**src/design/buddy_block_allocator_unit_macros.svh**
```systemverilog
// Assertion helpers for the allocator RTL.
`ifndef BUDDY_BLOCK_ALLOCATOR_UNIT_MACROS_SVH
`define BUDDY_BLOCK_ALLOCATOR_UNIT_MACROS_SVH

// Same-cycle implication, checked on clk and held off while rst_n is low.
`define BBA_ASSERT_IMPL(lbl, ante, cons, msg) \
  lbl: assert property (@(posedge clk) disable iff (!rst_n) (ante) |-> (cons)) \
    else $error(msg);

// Next-cycle implication, checked on clk and held off while rst_n is low.
`define BBA_ASSERT_NEXT(lbl, ante, cons, msg) \
  lbl: assert property (@(posedge clk) disable iff (!rst_n) (ante) |=> (cons)) \
    else $error(msg);

`endif

```
**src/design/bba_pkg.sv**
```systemverilog
package bba_pkg;

  typedef enum logic [4:0] {
    ST_INIT,
    ST_IDLE,
    ST_A_ORD,
    ST_A_SCAN,
    ST_A_POP,
    ST_A_SPLIT,
    ST_A_PUSH,
    ST_F_CHK,
    ST_F_MAP,
    ST_F_PUSH,
    ST_F_LOOP,
    ST_F_RD,
    ST_F_CMP,
    ST_F_MV_RD,
    ST_F_MV_WR,
    ST_F_MERGE,
    ST_DONE
  } bba_state_t;

  localparam logic MODE_ALLOC = 1'b0;
  localparam logic MODE_FREE  = 1'b1;

  localparam logic [1:0] STS_OK       = 2'd0;
  localparam logic [1:0] STS_NO_BLOCK = 2'd1;
  localparam logic [1:0] STS_BAD_ADDR = 2'd2;

  typedef struct packed {
    logic        mode;
    logic [15:0] alloc_size;
    logic [9:0]  free_addr;
  } bba_req_t;

  typedef struct packed {
    logic [9:0] block_addr;
    logic [1:0] status;
  } bba_rsp_t;

  typedef struct packed {
    logic start;
    logic rsp_ack;
  } bba_ctl_in_t;

  typedef struct packed {
    logic idle;
    logic rsp_valid;
  } bba_ctl_out_t;

endpackage

```
**src/design/bba_ram.sv**
```systemverilog
module bba_ram #(
  parameter int WIDTH = 8,
  parameter int DEPTH = 16
) (
  input  logic                                    clk,
  input  logic                                    we,
  input  logic [((DEPTH > 1) ? $clog2(DEPTH) : 1)-1:0] waddr,
  input  logic [WIDTH-1:0]                        wdata,
  input  logic [((DEPTH > 1) ? $clog2(DEPTH) : 1)-1:0] raddr,
  output logic [WIDTH-1:0]                        rdata
);

  logic [WIDTH-1:0] mem [DEPTH];
  logic [WIDTH-1:0] rdata_r;

  always_ff @(posedge clk) begin
    if (we) begin
      mem[waddr] <= wdata;
    end
    rdata_r <= mem[raddr];
  end

  assign rdata = rdata_r;

endmodule

```
**src/design/bba_seq.sv**
```systemverilog
module bba_seq #(
  parameter int MIN_ORDER = 4,
  parameter int MAX_ORDER = 10
) (
  input  logic                    clk,
  input  logic                    rst_n,
  input  bba_pkg::bba_ctl_in_t    ctl_i,
  input  bba_pkg::bba_req_t       req_i,
  output bba_pkg::bba_ctl_out_t   ctl_o,
  output bba_pkg::bba_rsp_t       rsp_o,
  output logic                    ent_we,
  output logic [$clog2(2*(1 << (MAX_ORDER-MIN_ORDER)))-1:0] ent_waddr,
  output logic [MAX_ORDER-1:0]    ent_wdata,
  output logic [$clog2(2*(1 << (MAX_ORDER-MIN_ORDER)))-1:0] ent_raddr,
  input  logic [MAX_ORDER-1:0]    ent_rdata,
  output logic                    map_we,
  output logic [(((1 << (MAX_ORDER-MIN_ORDER)) > 1) ?
                 $clog2(1 << (MAX_ORDER-MIN_ORDER)) : 1)-1:0] map_waddr,
  output logic [$clog2(MAX_ORDER-MIN_ORDER+2)-1:0] map_wdata,
  output logic [(((1 << (MAX_ORDER-MIN_ORDER)) > 1) ?
                 $clog2(1 << (MAX_ORDER-MIN_ORDER)) : 1)-1:0] map_raddr,
  input  logic [$clog2(MAX_ORDER-MIN_ORDER+2)-1:0] map_rdata
);

  import bba_pkg::*;

  localparam int NUM   = MAX_ORDER - MIN_ORDER + 1;
  localparam int SLOTS = 1 << (MAX_ORDER - MIN_ORDER);
  localparam int DEPTH = 2 * SLOTS;
  localparam int EW    = $clog2(DEPTH);
  localparam int SW    = (SLOTS > 1) ? $clog2(SLOTS) : 1;
  localparam int AW    = MAX_ORDER;
  localparam int LW    = $clog2(SLOTS + 1);
  localparam int KW    = $clog2(NUM + 1);
  localparam int KIW   = (NUM > 1) ? $clog2(NUM) : 1;
  localparam int MW    = $clog2(NUM + 1);
  localparam int OW    = $clog2(MAX_ORDER + 2);

  function automatic logic [EW-1:0] f_base(input logic [KW-1:0] k);
    return EW'(DEPTH - (DEPTH >> k));
  endfunction

  function automatic logic [LW-1:0] f_cap(input logic [KW-1:0] k);
    return LW'(SLOTS >> k);
  endfunction

  bba_state_t      state_r, state_nxt;
  logic [15:0]     size_r, size_nxt;
  logic [9:0]      faddr_r, faddr_nxt;
  logic            mode_r, mode_nxt;
  logic [OW-1:0]   ord_r, ord_nxt;
  logic [KW-1:0]   lvl_r, lvl_nxt;
  logic [KW-1:0]   k_r, k_nxt;
  logic [AW-1:0]   addr_r, addr_nxt;
  logic [AW-1:0]   bud_r, bud_nxt;
  logic            phase_r, phase_nxt;
  logic [LW-1:0]   idx_r, idx_nxt;
  logic [SW-1:0]   cnt_r, cnt_nxt;
  logic [9:0]      rsp_addr_r, rsp_addr_nxt;
  logic [1:0]      rsp_sts_r, rsp_sts_nxt;
  logic [LW-1:0]   lens_r   [NUM];
  logic [LW-1:0]   lens_nxt [NUM];

  logic [KIW-1:0]  kx;
  logic            k_valid;
  logic [LW-1:0]   len_cur;
  logic [LW-1:0]   cap_cur;
  logic [EW-1:0]   base_cur;
  logic [AW-1:0]   half;
  logic            size_fits;
  logic            ord_over;
  logic            addr_bad;
  logic [SW-1:0]   req_slot;
  logic [SW-1:0]   blk_slot;
  logic            map_bad;
  logic            hit;
  logic            top_lvl;
  logic            shift_more;
  logic            init_last;

  assign kx         = k_r[KIW-1:0];
  assign k_valid    = 32'(k_r) < NUM;
  assign len_cur    = k_valid ? lens_r[kx] : '0;
  assign cap_cur    = f_cap(k_r);
  assign base_cur   = f_base(k_r);
  assign half       = AW'(32'(1) << (32'(k_r) + MIN_ORDER));
  assign size_fits  = (33'(1) << ord_r) >= 33'(size_r);
  assign ord_over   = 32'(ord_r) > MAX_ORDER;
  assign addr_bad   = (32'(faddr_r) >= (32'(1) << MAX_ORDER)) ||
                      ((32'(faddr_r) & ((32'(1) << MIN_ORDER) - 1)) != 0);
  assign req_slot   = SW'(32'(faddr_r) >> MIN_ORDER);
  assign blk_slot   = SW'(32'(addr_r) >> MIN_ORDER);
  assign map_bad    = (map_rdata == '0) || (32'(map_rdata) > NUM);
  assign hit        = ent_rdata == (phase_r ? addr_r : bud_r);
  assign top_lvl    = (32'(k_r) + 1) >= NUM;
  assign shift_more = (32'(idx_r) + 1) < 32'(len_cur);
  assign init_last  = 32'(cnt_r) == SLOTS - 1;

  // next state
  always_comb begin
    state_nxt = state_r;
    unique case (state_r)
      ST_INIT:    if (init_last) state_nxt = ST_IDLE;
      ST_IDLE: begin
        if (ctl_i.start) begin
          state_nxt = (req_i.mode == MODE_FREE) ? ST_F_CHK : ST_A_ORD;
        end
      end
      ST_A_ORD: begin
        if (ord_over) state_nxt = ST_DONE;
        else if (size_fits) state_nxt = ST_A_SCAN;
      end
      ST_A_SCAN: begin
        if (!k_valid) state_nxt = ST_DONE;
        else if (len_cur != '0) state_nxt = ST_A_POP;
      end
      ST_A_POP:   state_nxt = ST_A_SPLIT;
      ST_A_SPLIT: state_nxt = (k_r > lvl_r) ? ST_A_PUSH : ST_DONE;
      ST_A_PUSH:  state_nxt = ST_A_SPLIT;
      ST_F_CHK:   state_nxt = addr_bad ? ST_DONE : ST_F_MAP;
      ST_F_MAP:   state_nxt = map_bad ? ST_DONE : ST_F_PUSH;
      ST_F_PUSH:  state_nxt = ST_F_LOOP;
      ST_F_LOOP:  state_nxt = top_lvl ? ST_DONE : ST_F_RD;
      ST_F_RD: begin
        if (idx_r == '0) state_nxt = phase_r ? ST_F_MERGE : ST_DONE;
        else state_nxt = ST_F_CMP;
      end
      ST_F_CMP:   state_nxt = hit ? ST_F_MV_RD : ST_F_RD;
      ST_F_MV_RD: begin
        if (shift_more) state_nxt = ST_F_MV_WR;
        else state_nxt = phase_r ? ST_F_MERGE : ST_F_RD;
      end
      ST_F_MV_WR: state_nxt = ST_F_MV_RD;
      ST_F_MERGE: state_nxt = ST_F_PUSH;
      ST_DONE:    if (ctl_i.rsp_ack) state_nxt = ST_IDLE;
      default:    state_nxt = ST_IDLE;
    endcase
  end

  // datapath and memory controls
  always_comb begin
    size_nxt     = size_r;
    faddr_nxt    = faddr_r;
    mode_nxt     = mode_r;
    ord_nxt      = ord_r;
    lvl_nxt      = lvl_r;
    k_nxt        = k_r;
    addr_nxt     = addr_r;
    bud_nxt      = bud_r;
    phase_nxt    = phase_r;
    idx_nxt      = idx_r;
    cnt_nxt      = cnt_r;
    rsp_addr_nxt = rsp_addr_r;
    rsp_sts_nxt  = rsp_sts_r;
    lens_nxt     = lens_r;
    ent_we       = 1'b0;
    ent_waddr    = base_cur + EW'(len_cur);
    ent_wdata    = addr_r;
    ent_raddr    = base_cur;
    map_we       = 1'b0;
    map_waddr    = blk_slot;
    map_wdata    = '0;
    map_raddr    = req_slot;
    unique case (state_r)
      ST_INIT: begin
        map_we    = 1'b1;
        map_waddr = cnt_r;
        cnt_nxt   = cnt_r + 1'b1;
        if (cnt_r == '0) begin
          ent_we    = 1'b1;
          ent_waddr = f_base(KW'(NUM - 1));
          ent_wdata = '0;
        end
      end
      ST_IDLE: begin
        if (ctl_i.start) begin
          mode_nxt     = req_i.mode;
          size_nxt     = req_i.alloc_size;
          faddr_nxt    = req_i.free_addr;
          ord_nxt      = OW'(MIN_ORDER);
          rsp_addr_nxt = '0;
          rsp_sts_nxt  = STS_OK;
        end
      end
      ST_A_ORD: begin
        if (ord_over) begin
          rsp_sts_nxt = STS_NO_BLOCK;
        end else if (size_fits) begin
          lvl_nxt = KW'(32'(ord_r) - MIN_ORDER);
          k_nxt   = KW'(32'(ord_r) - MIN_ORDER);
        end else begin
          ord_nxt = ord_r + 1'b1;
        end
      end
      ST_A_SCAN: begin
        if (!k_valid) begin
          rsp_sts_nxt = STS_NO_BLOCK;
        end else if (len_cur != '0) begin
          lens_nxt[kx] = len_cur - 1'b1;
          ent_raddr    = base_cur + EW'(len_cur - 1'b1);
        end else begin
          k_nxt = k_r + 1'b1;
        end
      end
      ST_A_POP: addr_nxt = ent_rdata;
      ST_A_SPLIT: begin
        if (k_r > lvl_r) begin
          k_nxt = k_r - 1'b1;
        end else begin
          map_we       = 1'b1;
          map_wdata    = MW'(32'(lvl_r) + 1);
          rsp_addr_nxt = 10'(32'(addr_r));
        end
      end
      ST_A_PUSH: begin
        ent_wdata = addr_r + half;
        if (len_cur < cap_cur) begin
          ent_we       = 1'b1;
          lens_nxt[kx] = len_cur + 1'b1;
        end
      end
      ST_F_CHK: begin
        if (addr_bad) rsp_sts_nxt = STS_BAD_ADDR;
        addr_nxt = AW'(32'(faddr_r));
      end
      ST_F_MAP: begin
        if (map_bad) begin
          rsp_sts_nxt = STS_BAD_ADDR;
        end else begin
          map_we    = 1'b1;
          map_waddr = req_slot;
          k_nxt     = KW'(map_rdata - 1'b1);
        end
      end
      ST_F_PUSH: begin
        if (len_cur < cap_cur) begin
          ent_we       = 1'b1;
          lens_nxt[kx] = len_cur + 1'b1;
        end
      end
      ST_F_LOOP: begin
        bud_nxt   = addr_r ^ half;
        phase_nxt = 1'b0;
        idx_nxt   = len_cur;
      end
      ST_F_RD: ent_raddr = base_cur + EW'(idx_r - 1'b1);
      ST_F_CMP: idx_nxt = idx_r - 1'b1;
      ST_F_MV_RD: begin
        if (shift_more) begin
          ent_raddr = base_cur + EW'(idx_r + 1'b1);
        end else begin
          lens_nxt[kx] = len_cur - 1'b1;
          if (!phase_r) begin
            phase_nxt = 1'b1;
            idx_nxt   = len_cur - 1'b1;
          end
        end
      end
      ST_F_MV_WR: begin
        ent_we    = 1'b1;
        ent_waddr = base_cur + EW'(idx_r);
        ent_wdata = ent_rdata;
        idx_nxt   = idx_r + 1'b1;
      end
      ST_F_MERGE: begin
        addr_nxt = (addr_r < bud_r) ? addr_r : bud_r;
        k_nxt    = k_r + 1'b1;
      end
      ST_DONE: begin
      end
      default: begin
      end
    endcase
  end

  always_ff @(posedge clk) begin
    if (!rst_n) begin
      state_r <= ST_INIT;
      cnt_r   <= '0;
      for (int i = 0; i < NUM; i++) begin
        lens_r[i] <= (i == NUM - 1) ? LW'(1) : '0;
      end
    end else begin
      state_r <= state_nxt;
      cnt_r   <= cnt_nxt;
      lens_r  <= lens_nxt;
    end
  end

  always_ff @(posedge clk) begin
    size_r     <= size_nxt;
    faddr_r    <= faddr_nxt;
    mode_r     <= mode_nxt;
    ord_r      <= ord_nxt;
    lvl_r      <= lvl_nxt;
    k_r        <= k_nxt;
    addr_r     <= addr_nxt;
    bud_r      <= bud_nxt;
    phase_r    <= phase_nxt;
    idx_r      <= idx_nxt;
    rsp_addr_r <= rsp_addr_nxt;
    rsp_sts_r  <= rsp_sts_nxt;
  end

  assign ctl_o.idle       = state_r == ST_IDLE;
  assign ctl_o.rsp_valid  = state_r == ST_DONE;
  assign rsp_o.block_addr = (mode_r == MODE_ALLOC) ? rsp_addr_r : '0;
  assign rsp_o.status     = rsp_sts_r;

endmodule

```
**src/design/buddy_block_allocator_unit.sv**
```systemverilog
// Buddy allocator: one request at a time; a result is registered once the sequencer ends
// and the output register is empty or draining. Allocate steps the order up to fit the size,
// scans the free lists upward and splits down; free checks the address, reads the order map,
// pushes the block, then per level searches for the buddy, shifts entries and merges. No overlap.
// Reset (rst_n low, synchronous) then a clearing pass over all 2^(MAX_ORDER-MIN_ORDER)
// slots of the order map; in_ready stays low during that pass.
`include "buddy_block_allocator_unit_macros.svh"

module buddy_block_allocator_unit #(
  parameter int MIN_ORDER = 4,
  parameter int MAX_ORDER = 10
) (
  input  logic        clk,
  input  logic        rst_n,
  input  logic        in_valid,
  output logic        in_ready,
  input  logic        in_mode,
  input  logic [15:0] in_alloc_size,
  input  logic [9:0]  in_free_addr,
  output logic        out_valid,
  input  logic        out_ready,
  output logic [9:0]  out_block_addr,
  output logic [1:0]  out_status
);

  import bba_pkg::*;

  localparam int NUM   = MAX_ORDER - MIN_ORDER + 1;
  localparam int SLOTS = 1 << (MAX_ORDER - MIN_ORDER);
  localparam int DEPTH = 2 * SLOTS;
  localparam int EW    = $clog2(DEPTH);
  localparam int SW    = (SLOTS > 1) ? $clog2(SLOTS) : 1;
  localparam int MW    = $clog2(NUM + 1);

  bba_ctl_in_t  ctl_in;
  bba_ctl_out_t ctl_out;
  bba_req_t     req;
  bba_rsp_t     rsp;

  logic                 ent_we;
  logic [EW-1:0]        ent_waddr;
  logic [MAX_ORDER-1:0] ent_wdata;
  logic [EW-1:0]        ent_raddr;
  logic [MAX_ORDER-1:0] ent_rdata;
  logic                 map_we;
  logic [SW-1:0]        map_waddr;
  logic [MW-1:0]        map_wdata;
  logic [SW-1:0]        map_raddr;
  logic [MW-1:0]        map_rdata;

  logic       out_valid_r, out_valid_nxt;
  logic [9:0] out_addr_r, out_addr_nxt;
  logic [1:0] out_sts_r, out_sts_nxt;
  logic       in_fire;
  logic       rsp_take;

  // Take a new request only when the sequencer sits idle.
  assign in_ready = ctl_out.idle;
  assign in_fire  = in_valid && in_ready;

  // Move a finished result into the output register when it is empty or draining.
  assign rsp_take = ctl_out.rsp_valid && (!out_valid_r || out_ready);

  assign req.mode       = in_mode;
  assign req.alloc_size = in_alloc_size;
  assign req.free_addr  = in_free_addr;

  assign ctl_in.start   = in_fire;
  assign ctl_in.rsp_ack = rsp_take;

  // Sequencer: size-to-order search, free-list scan, split, lookup and merge.
  bba_seq #(
    .MIN_ORDER (MIN_ORDER),
    .MAX_ORDER (MAX_ORDER)
  ) u_seq (
    .clk       (clk),
    .rst_n     (rst_n),
    .ctl_i     (ctl_in),
    .req_i     (req),
    .ctl_o     (ctl_out),
    .rsp_o     (rsp),
    .ent_we    (ent_we),
    .ent_waddr (ent_waddr),
    .ent_wdata (ent_wdata),
    .ent_raddr (ent_raddr),
    .ent_rdata (ent_rdata),
    .map_we    (map_we),
    .map_waddr (map_waddr),
    .map_wdata (map_wdata),
    .map_raddr (map_raddr),
    .map_rdata (map_rdata)
  );

  // Free-list stacks, one region per order, packed back to back.
  bba_ram #(
    .WIDTH (MAX_ORDER),
    .DEPTH (DEPTH)
  ) u_ent_ram (
    .clk   (clk),
    .we    (ent_we),
    .waddr (ent_waddr),
    .wdata (ent_wdata),
    .raddr (ent_raddr),
    .rdata (ent_rdata)
  );

  // Level plus one of the allocated block starting at each minimum-size slot, zero if none.
  bba_ram #(
    .WIDTH (MW),
    .DEPTH (SLOTS)
  ) u_map_ram (
    .clk   (clk),
    .we    (map_we),
    .waddr (map_waddr),
    .wdata (map_wdata),
    .raddr (map_raddr),
    .rdata (map_rdata)
  );

  // Output register: load on take, drop valid once the request is delivered.
  always_comb begin
    out_valid_nxt = out_valid_r;
    out_addr_nxt  = out_addr_r;
    out_sts_nxt   = out_sts_r;
    if (out_valid_r && out_ready) begin
      out_valid_nxt = 1'b0;
    end
    if (rsp_take) begin
      out_valid_nxt = 1'b1;
      out_addr_nxt  = rsp.block_addr;
      out_sts_nxt   = rsp.status;
    end
  end

  always_ff @(posedge clk) begin
    if (!rst_n) begin
      out_valid_r <= 1'b0;
    end else begin
      out_valid_r <= out_valid_nxt;
    end
  end

  always_ff @(posedge clk) begin
    out_addr_r <= out_addr_nxt;
    out_sts_r  <= out_sts_nxt;
  end

  assign out_valid      = out_valid_r;
  assign out_block_addr = out_addr_r;
  assign out_status     = out_sts_r;

  // A request, once taken, keeps the block busy in the next cycle.
  `BBA_ASSERT_NEXT(a_busy_after_take, in_fire, !in_ready, "ready right after a request")
  // A finished result waits in the sequencer until the output register takes it.
  `BBA_ASSERT_NEXT(a_rsp_held, ctl_out.rsp_valid && !rsp_take, ctl_out.rsp_valid, "result lost")
  // A failed result carries address zero; free results are zeroed as well by the sequencer.
  `BBA_ASSERT_IMPL(a_zero_addr, out_valid && out_status != STS_OK, out_block_addr == '0, "bad addr")

endmodule

```
**config.mk**
```make
export PLATFORM = sky130hd
export DESIGN_NAME = buddy_block_allocator_unit
export DESIGN_NICKNAME = d
export VERILOG_FILES = /design/src/design/bba_pkg.sv /design/src/design/bba_ram.sv /design/src/design/bba_seq.sv /design/src/design/buddy_block_allocator_unit.sv
export VERILOG_INCLUDE_DIRS = /design/src /design/src/design
export SDC_FILE = /design/constraint.sdc
export NUM_CORES = 2
export LEC_CHECK = 0
export BUFFER_PORTS_ARGS = -buffer_cell sky130_fd_sc_hd__buf_4
export CAP_MARGIN = 20
export CORE_AREA = 10 10 361 363
export CTS_CLUSTER_DIAMETER = 120
export DETAILED_ROUTE_END_ITERATION = 7
export DIE_AREA = 0 0 371 373
export PLACE_DENSITY = 0.78
export RECOVER_POWER = 100
export SLEW_MARGIN = 15
export SYNTH_ARGS = -nofsm -noshare
export SYNTH_HDL_FRONTEND = slang
export SYNTH_SLANG_ARGS = --single-unit
```
**constraint.sdc**
```tcl
create_clock -name clk -period 8.2 [get_ports clk]
set_input_delay 2.46 -clock clk [delete_from_list [all_inputs] [get_ports clk]]
set_output_delay 2.46 -clock clk [all_outputs]
set_load 0.01 [all_outputs]
```
==> impl_metrics.toml <==
[run_status]
outcome = "complete, but fails checks"
failed_checks = "capacitance limit, slew limit"

[route]
met1Wirelength_um = 67100
routed-via-count = 44300
drt_drc_violations_left = 0
route.antenna.remaining_nets = 0
drt-initial-drc-count = 6985
route.detailed.vias_per_inst = 6.43
finalWirelength_um = 182000
met3_length_um = 21700
drt_pass1_iterations = 7
dr_wl_met2_um = 86300
wl_per_cell_um = 26.4
highest-signal-layer = "met5"

[power_and_ir_drop]
cellPowerDensity_nw_per_um2 = 221
p_leak_nw = 26.1
power_switching_share = 0.208
power_frac_comb = 0.021
power_mw = 16.9
internal_power_mw = 13.4
power_frac_seq = 0.547
share_clk_of_total_power = 0.432
vdd_ir_drop_max_mv = 0.234
switchingPower_mw = 3.51

[placed_design]
port_buffers = 44
gpl.final_weighted_congestion = 0.950
dp.cells = 6600
hpwl_um = 111000

[synthesis]
synth_top_cells_by_area = "sky130_fd_sc_hd__edfxtp_1 (67%), sky130_fd_sc_hd__nand2_1 (5.6%), sky130_fd_sc_hd__mux4_2 (4.4%)"
ys_ff_latch = 1635
yosys_synthesis_warning_count = 0
synthMuxAreaShare = 0.0625
largest_family_of_logic_cells_by_synthesized_area = "simple AND/OR/NAND/NOR gates"
ys_dominant_reg_cell = "sky130_fd_sc_hd__edfxtp_1"
avgSynthCellArea_um2 = 13.6
share_of_synthesized_cell_area_in_and_or_nand_and_nor_gates = 0.123
async_sr_flop_fraction = 0
yosys.area_share.adder = 0.0197
synth_compound_area_frac = 0.0650
netlist.top_cell.by_area = "sky130_fd_sc_hd__edfxtp_1"
synth_common_cells = "sky130_fd_sc_hd__edfxtp_1 (1561), sky130_fd_sc_hd__nand2_1 (1044), sky130_fd_sc_hd__nand3_1 (367)"
most_common_cell_in_the_netlist = "sky130_fd_sc_hd__edfxtp_1"
netlist.area_leader.share = 0.675
synth_enable_flop_cells = 1561
synth-seq-area-share = 0.696
post_synth_xor_area_fraction = 0.00971
post_synth_instance_area_um2 = 69400
yosys.cell_types.count = 91
post_synth_inst_count = 5093

[global_routing]
vias_in_the_first_global_route = 43200
grt_overflow_total = 0
grt_pass1_wl_um = 274000
antenna_found_initial = 5
grt_max_degree = 123
track_usage = 0.259

[worst_setup_path]
critical_path.cell_chain = "buf_4, mux2i_1, nor2_1, a21oi_1, nor2_1, a21oi_1, ha_1, a21bo_2, nor3_1, o31ai_1, a211oi_2, clkbuf_4, buf_4, nand2_1, a21oi_1, nor3_1, a31oi_1, nor4_1"
startpoint_type = "flip-flop"
path_max_fanout = 32
critical_path.most_common_cell = "sky130_fd_sc_hd__a21oi_1"
crit_slowest_cell = "sky130_fd_sc_hd__edfxtp_1"
worstPathArrival_ps = 8480
crit_buf_inv = 3
worstRegToRegCells = 18
timing.critical_path.to_type = "flip-flop"
cp_slowest_stage_delay_ps = 1010
cpLargestDelayFamily = "compound AO/OA/AOI/OAI gates"
critical_setup_path_class = "flip-flop to flip-flop"
cp.required_ps = 8850
worstSetupPathDepth = 18

[floorplanning]
die-area_um2 = 138000
die_w_um = 371
placement_rows = 129
core-area_um2 = 123000
ios = 45
chipHeight_um = 373
initial_utilization = 0.565

[worst_hold_path]
min_delay_path_depth = 0
worst_hold_path_type = "flip-flop to flip-flop"

[cts]
cts.repair.resized = 0
clock_insertion_delay_worst_skew_ps = 810
buffers_inserted_by_post_cts_timing_repair = 0
cts_tree = "done"
cts.sink_count = 1635
cts-htree-levels = 4
hold_buffers = 0
cts-root-to-sink-buffers = 3
clockRootBuffer = "sky130_fd_sc_hd__clkbuf_16"
reg_clk_slew_reported_paths_ps = 70
cts-buffers-inserted = 161

[timing]
finalSetupTns_ps = 0
period_minus_slack_ps = 7830
finalSetupViolations = 0
timing.final.hold_violations = 0
unrepaired_setup_endpoints_after_global_routing = "no"
layout_worst_path_cycle_share = 0.955
relSlewSlack = -1.78
clock.fmax_mhz = 128
skew_ps = 50.5
max_slew.worst_pin.slew_ps = 4170
count_of_final_max_slew_check_failures = 1355

[layout]
final_net_count = 5265
seqCellArea_um2 = 48400
final.fill_count = 8785
flow.area_growth_from_synthesis_pct = 10.2
multi_input_area_um2 = 19500
post_route_cells_drive_above_1_share = 0.0975
final_cells = 6897

[job]
cap_violations = 25
## sequential cells by signal (all words and copies together) (netlist names), 10 cells and up
| register | flops |
|---|---|
| out_block_addr | 10 |
| u_ent_ram.mem | 1280 |
| u_ent_ram.rdata | 10 |
| u_map_ram.mem | 192 |
| u_seq.addr_r | 10 |
| u_seq.bud_r | 10 |
| u_seq.faddr_r | 10 |
| u_seq.lens_r | 49 |
| u_seq.rsp_addr_r | 10 |
| u_seq.size_r | 16 |
## power groups by stage
stage	registers, mW	clock network, mW	logic [mW]
2_1_floorplan	9.43	0	0.150
3_3_place_gp	9.40	0	0.344
3_5_place_dp	9.40	0	0.356
4_1_cts	9.23	7.32	0.357
5_1_grt	9.24	7.65	0.371
6_report	9.24	7.29	0.357
## kinds of logic (layout without fill, tap and decap cells)
kind of cell    after synthesis  after routing
other cells                   1              5
xor+xnor                     77             77
mux                         262            262
flops                      1635           1635
simple gates               1970           1970
buf+inv                     361            524
fa+ha+maj                   105            105
compound gates              682            682
## cell usage in the layout, fill, tap and decap left out, types with 14 or more instances in the layout
master,count
sky130_fd_sc_hd__inv_1,83
sky130_fd_sc_hd__nand2_1,1040
sky130_fd_sc_hd__clkbuf_4,29
sky130_fd_sc_hd__and3_1,62
sky130_fd_sc_hd__nor3_1,41
sky130_fd_sc_hd__nor4_1,27
sky130_fd_sc_hd__a2111oi_0,21
sky130_fd_sc_hd__mux2i_1,124
sky130_fd_sc_hd__ha_1,98
sky130_fd_sc_hd__nand2b_1,15
sky130_fd_sc_hd__mux4_2,137
sky130_fd_sc_hd__a22oi_1,15
sky130_fd_sc_hd__dfxtp_1,74
sky130_fd_sc_hd__xor2_1,19
sky130_fd_sc_hd__a221oi_1,16
sky130_fd_sc_hd__clkinv_2,28
sky130_fd_sc_hd__nor2_1,294
sky130_fd_sc_hd__edfxtp_1,1561
sky130_fd_sc_hd__clkbuf_1,77
sky130_fd_sc_hd__a31oi_1,65
sky130_fd_sc_hd__nor2b_1,36
sky130_fd_sc_hd__and2_0,14
sky130_fd_sc_hd__and2_1,24
sky130_fd_sc_hd__o21a_1,27
sky130_fd_sc_hd__a21oi_1,213
sky130_fd_sc_hd__clkinv_1,25
sky130_fd_sc_hd__o22ai_1,33
sky130_fd_sc_hd__o21ai_0,78
sky130_fd_sc_hd__nand3_1,367
sky130_fd_sc_hd__clkbuf_16,162
sky130_fd_sc_hd__a311o_1,15
sky130_fd_sc_hd__xnor2_1,58
sky130_fd_sc_hd__buf_4,54
sky130_fd_sc_hd__a21o_1,51
sky130_fd_sc_hd__a211oi_1,16
## routing by layer
| metal | global-route usage | vias to the layer above |
|---|---|---|
| met5 | 0 | - |
| met1 | 0.347 | 21700 |
| met3 | 0.0609 | 483 |
| li1 | - | 19100 |
| met4 | 0.0969 | 6 |
| met2 | 0.411 | 3022 |
## per-stage QoR
step / setup slack [ps] / area (um2) / util / hold WS (ps)
finish: 367 / 76500 / 0.622 / 451
global route: 42.3 / 76500 / 0.622 / 449
CTS: 573 / 76700 / 0.624 / 445
detailed placement: 611 / 71600 / 0.582 / 424
global placement: 624 / 71500 / 0.582 / 436
floorplan: 21.4 / 69500 / - / 400
## cell type report
| class | instances | share of cell area |
|---|---|---|
| clock inverter | 85 | 0.0115 |
| inverter | 88 | 0.00435 |
| multi-input combinational | 3100 | 0.255 |
| antenna | 1 | 0.0000327 |
| clock buffer | 208 | 0.0560 |
| tap | 1637 | 0.0268 |
| timing repair buffer | 143 | 0.0141 |
| sequential | 1635 | 0.632 |
## path summary, 6_finish.rpt
kind / start / end / slack (ps)
hold / removal: u_seq.rsp_sts_r[0] / out_status[0] / 450
setup / recovery: u_seq.k_r[1] / u_ent_ram.rdata[0] / 370
setup reg to reg: u_seq.k_r[1] / u_ent_ram.rdata[0] / 370
hold reg to reg: u_seq.rsp_sts_r[0] / out_status[0] / 450
Note: power is estimated with default switching activity, not from simulation.
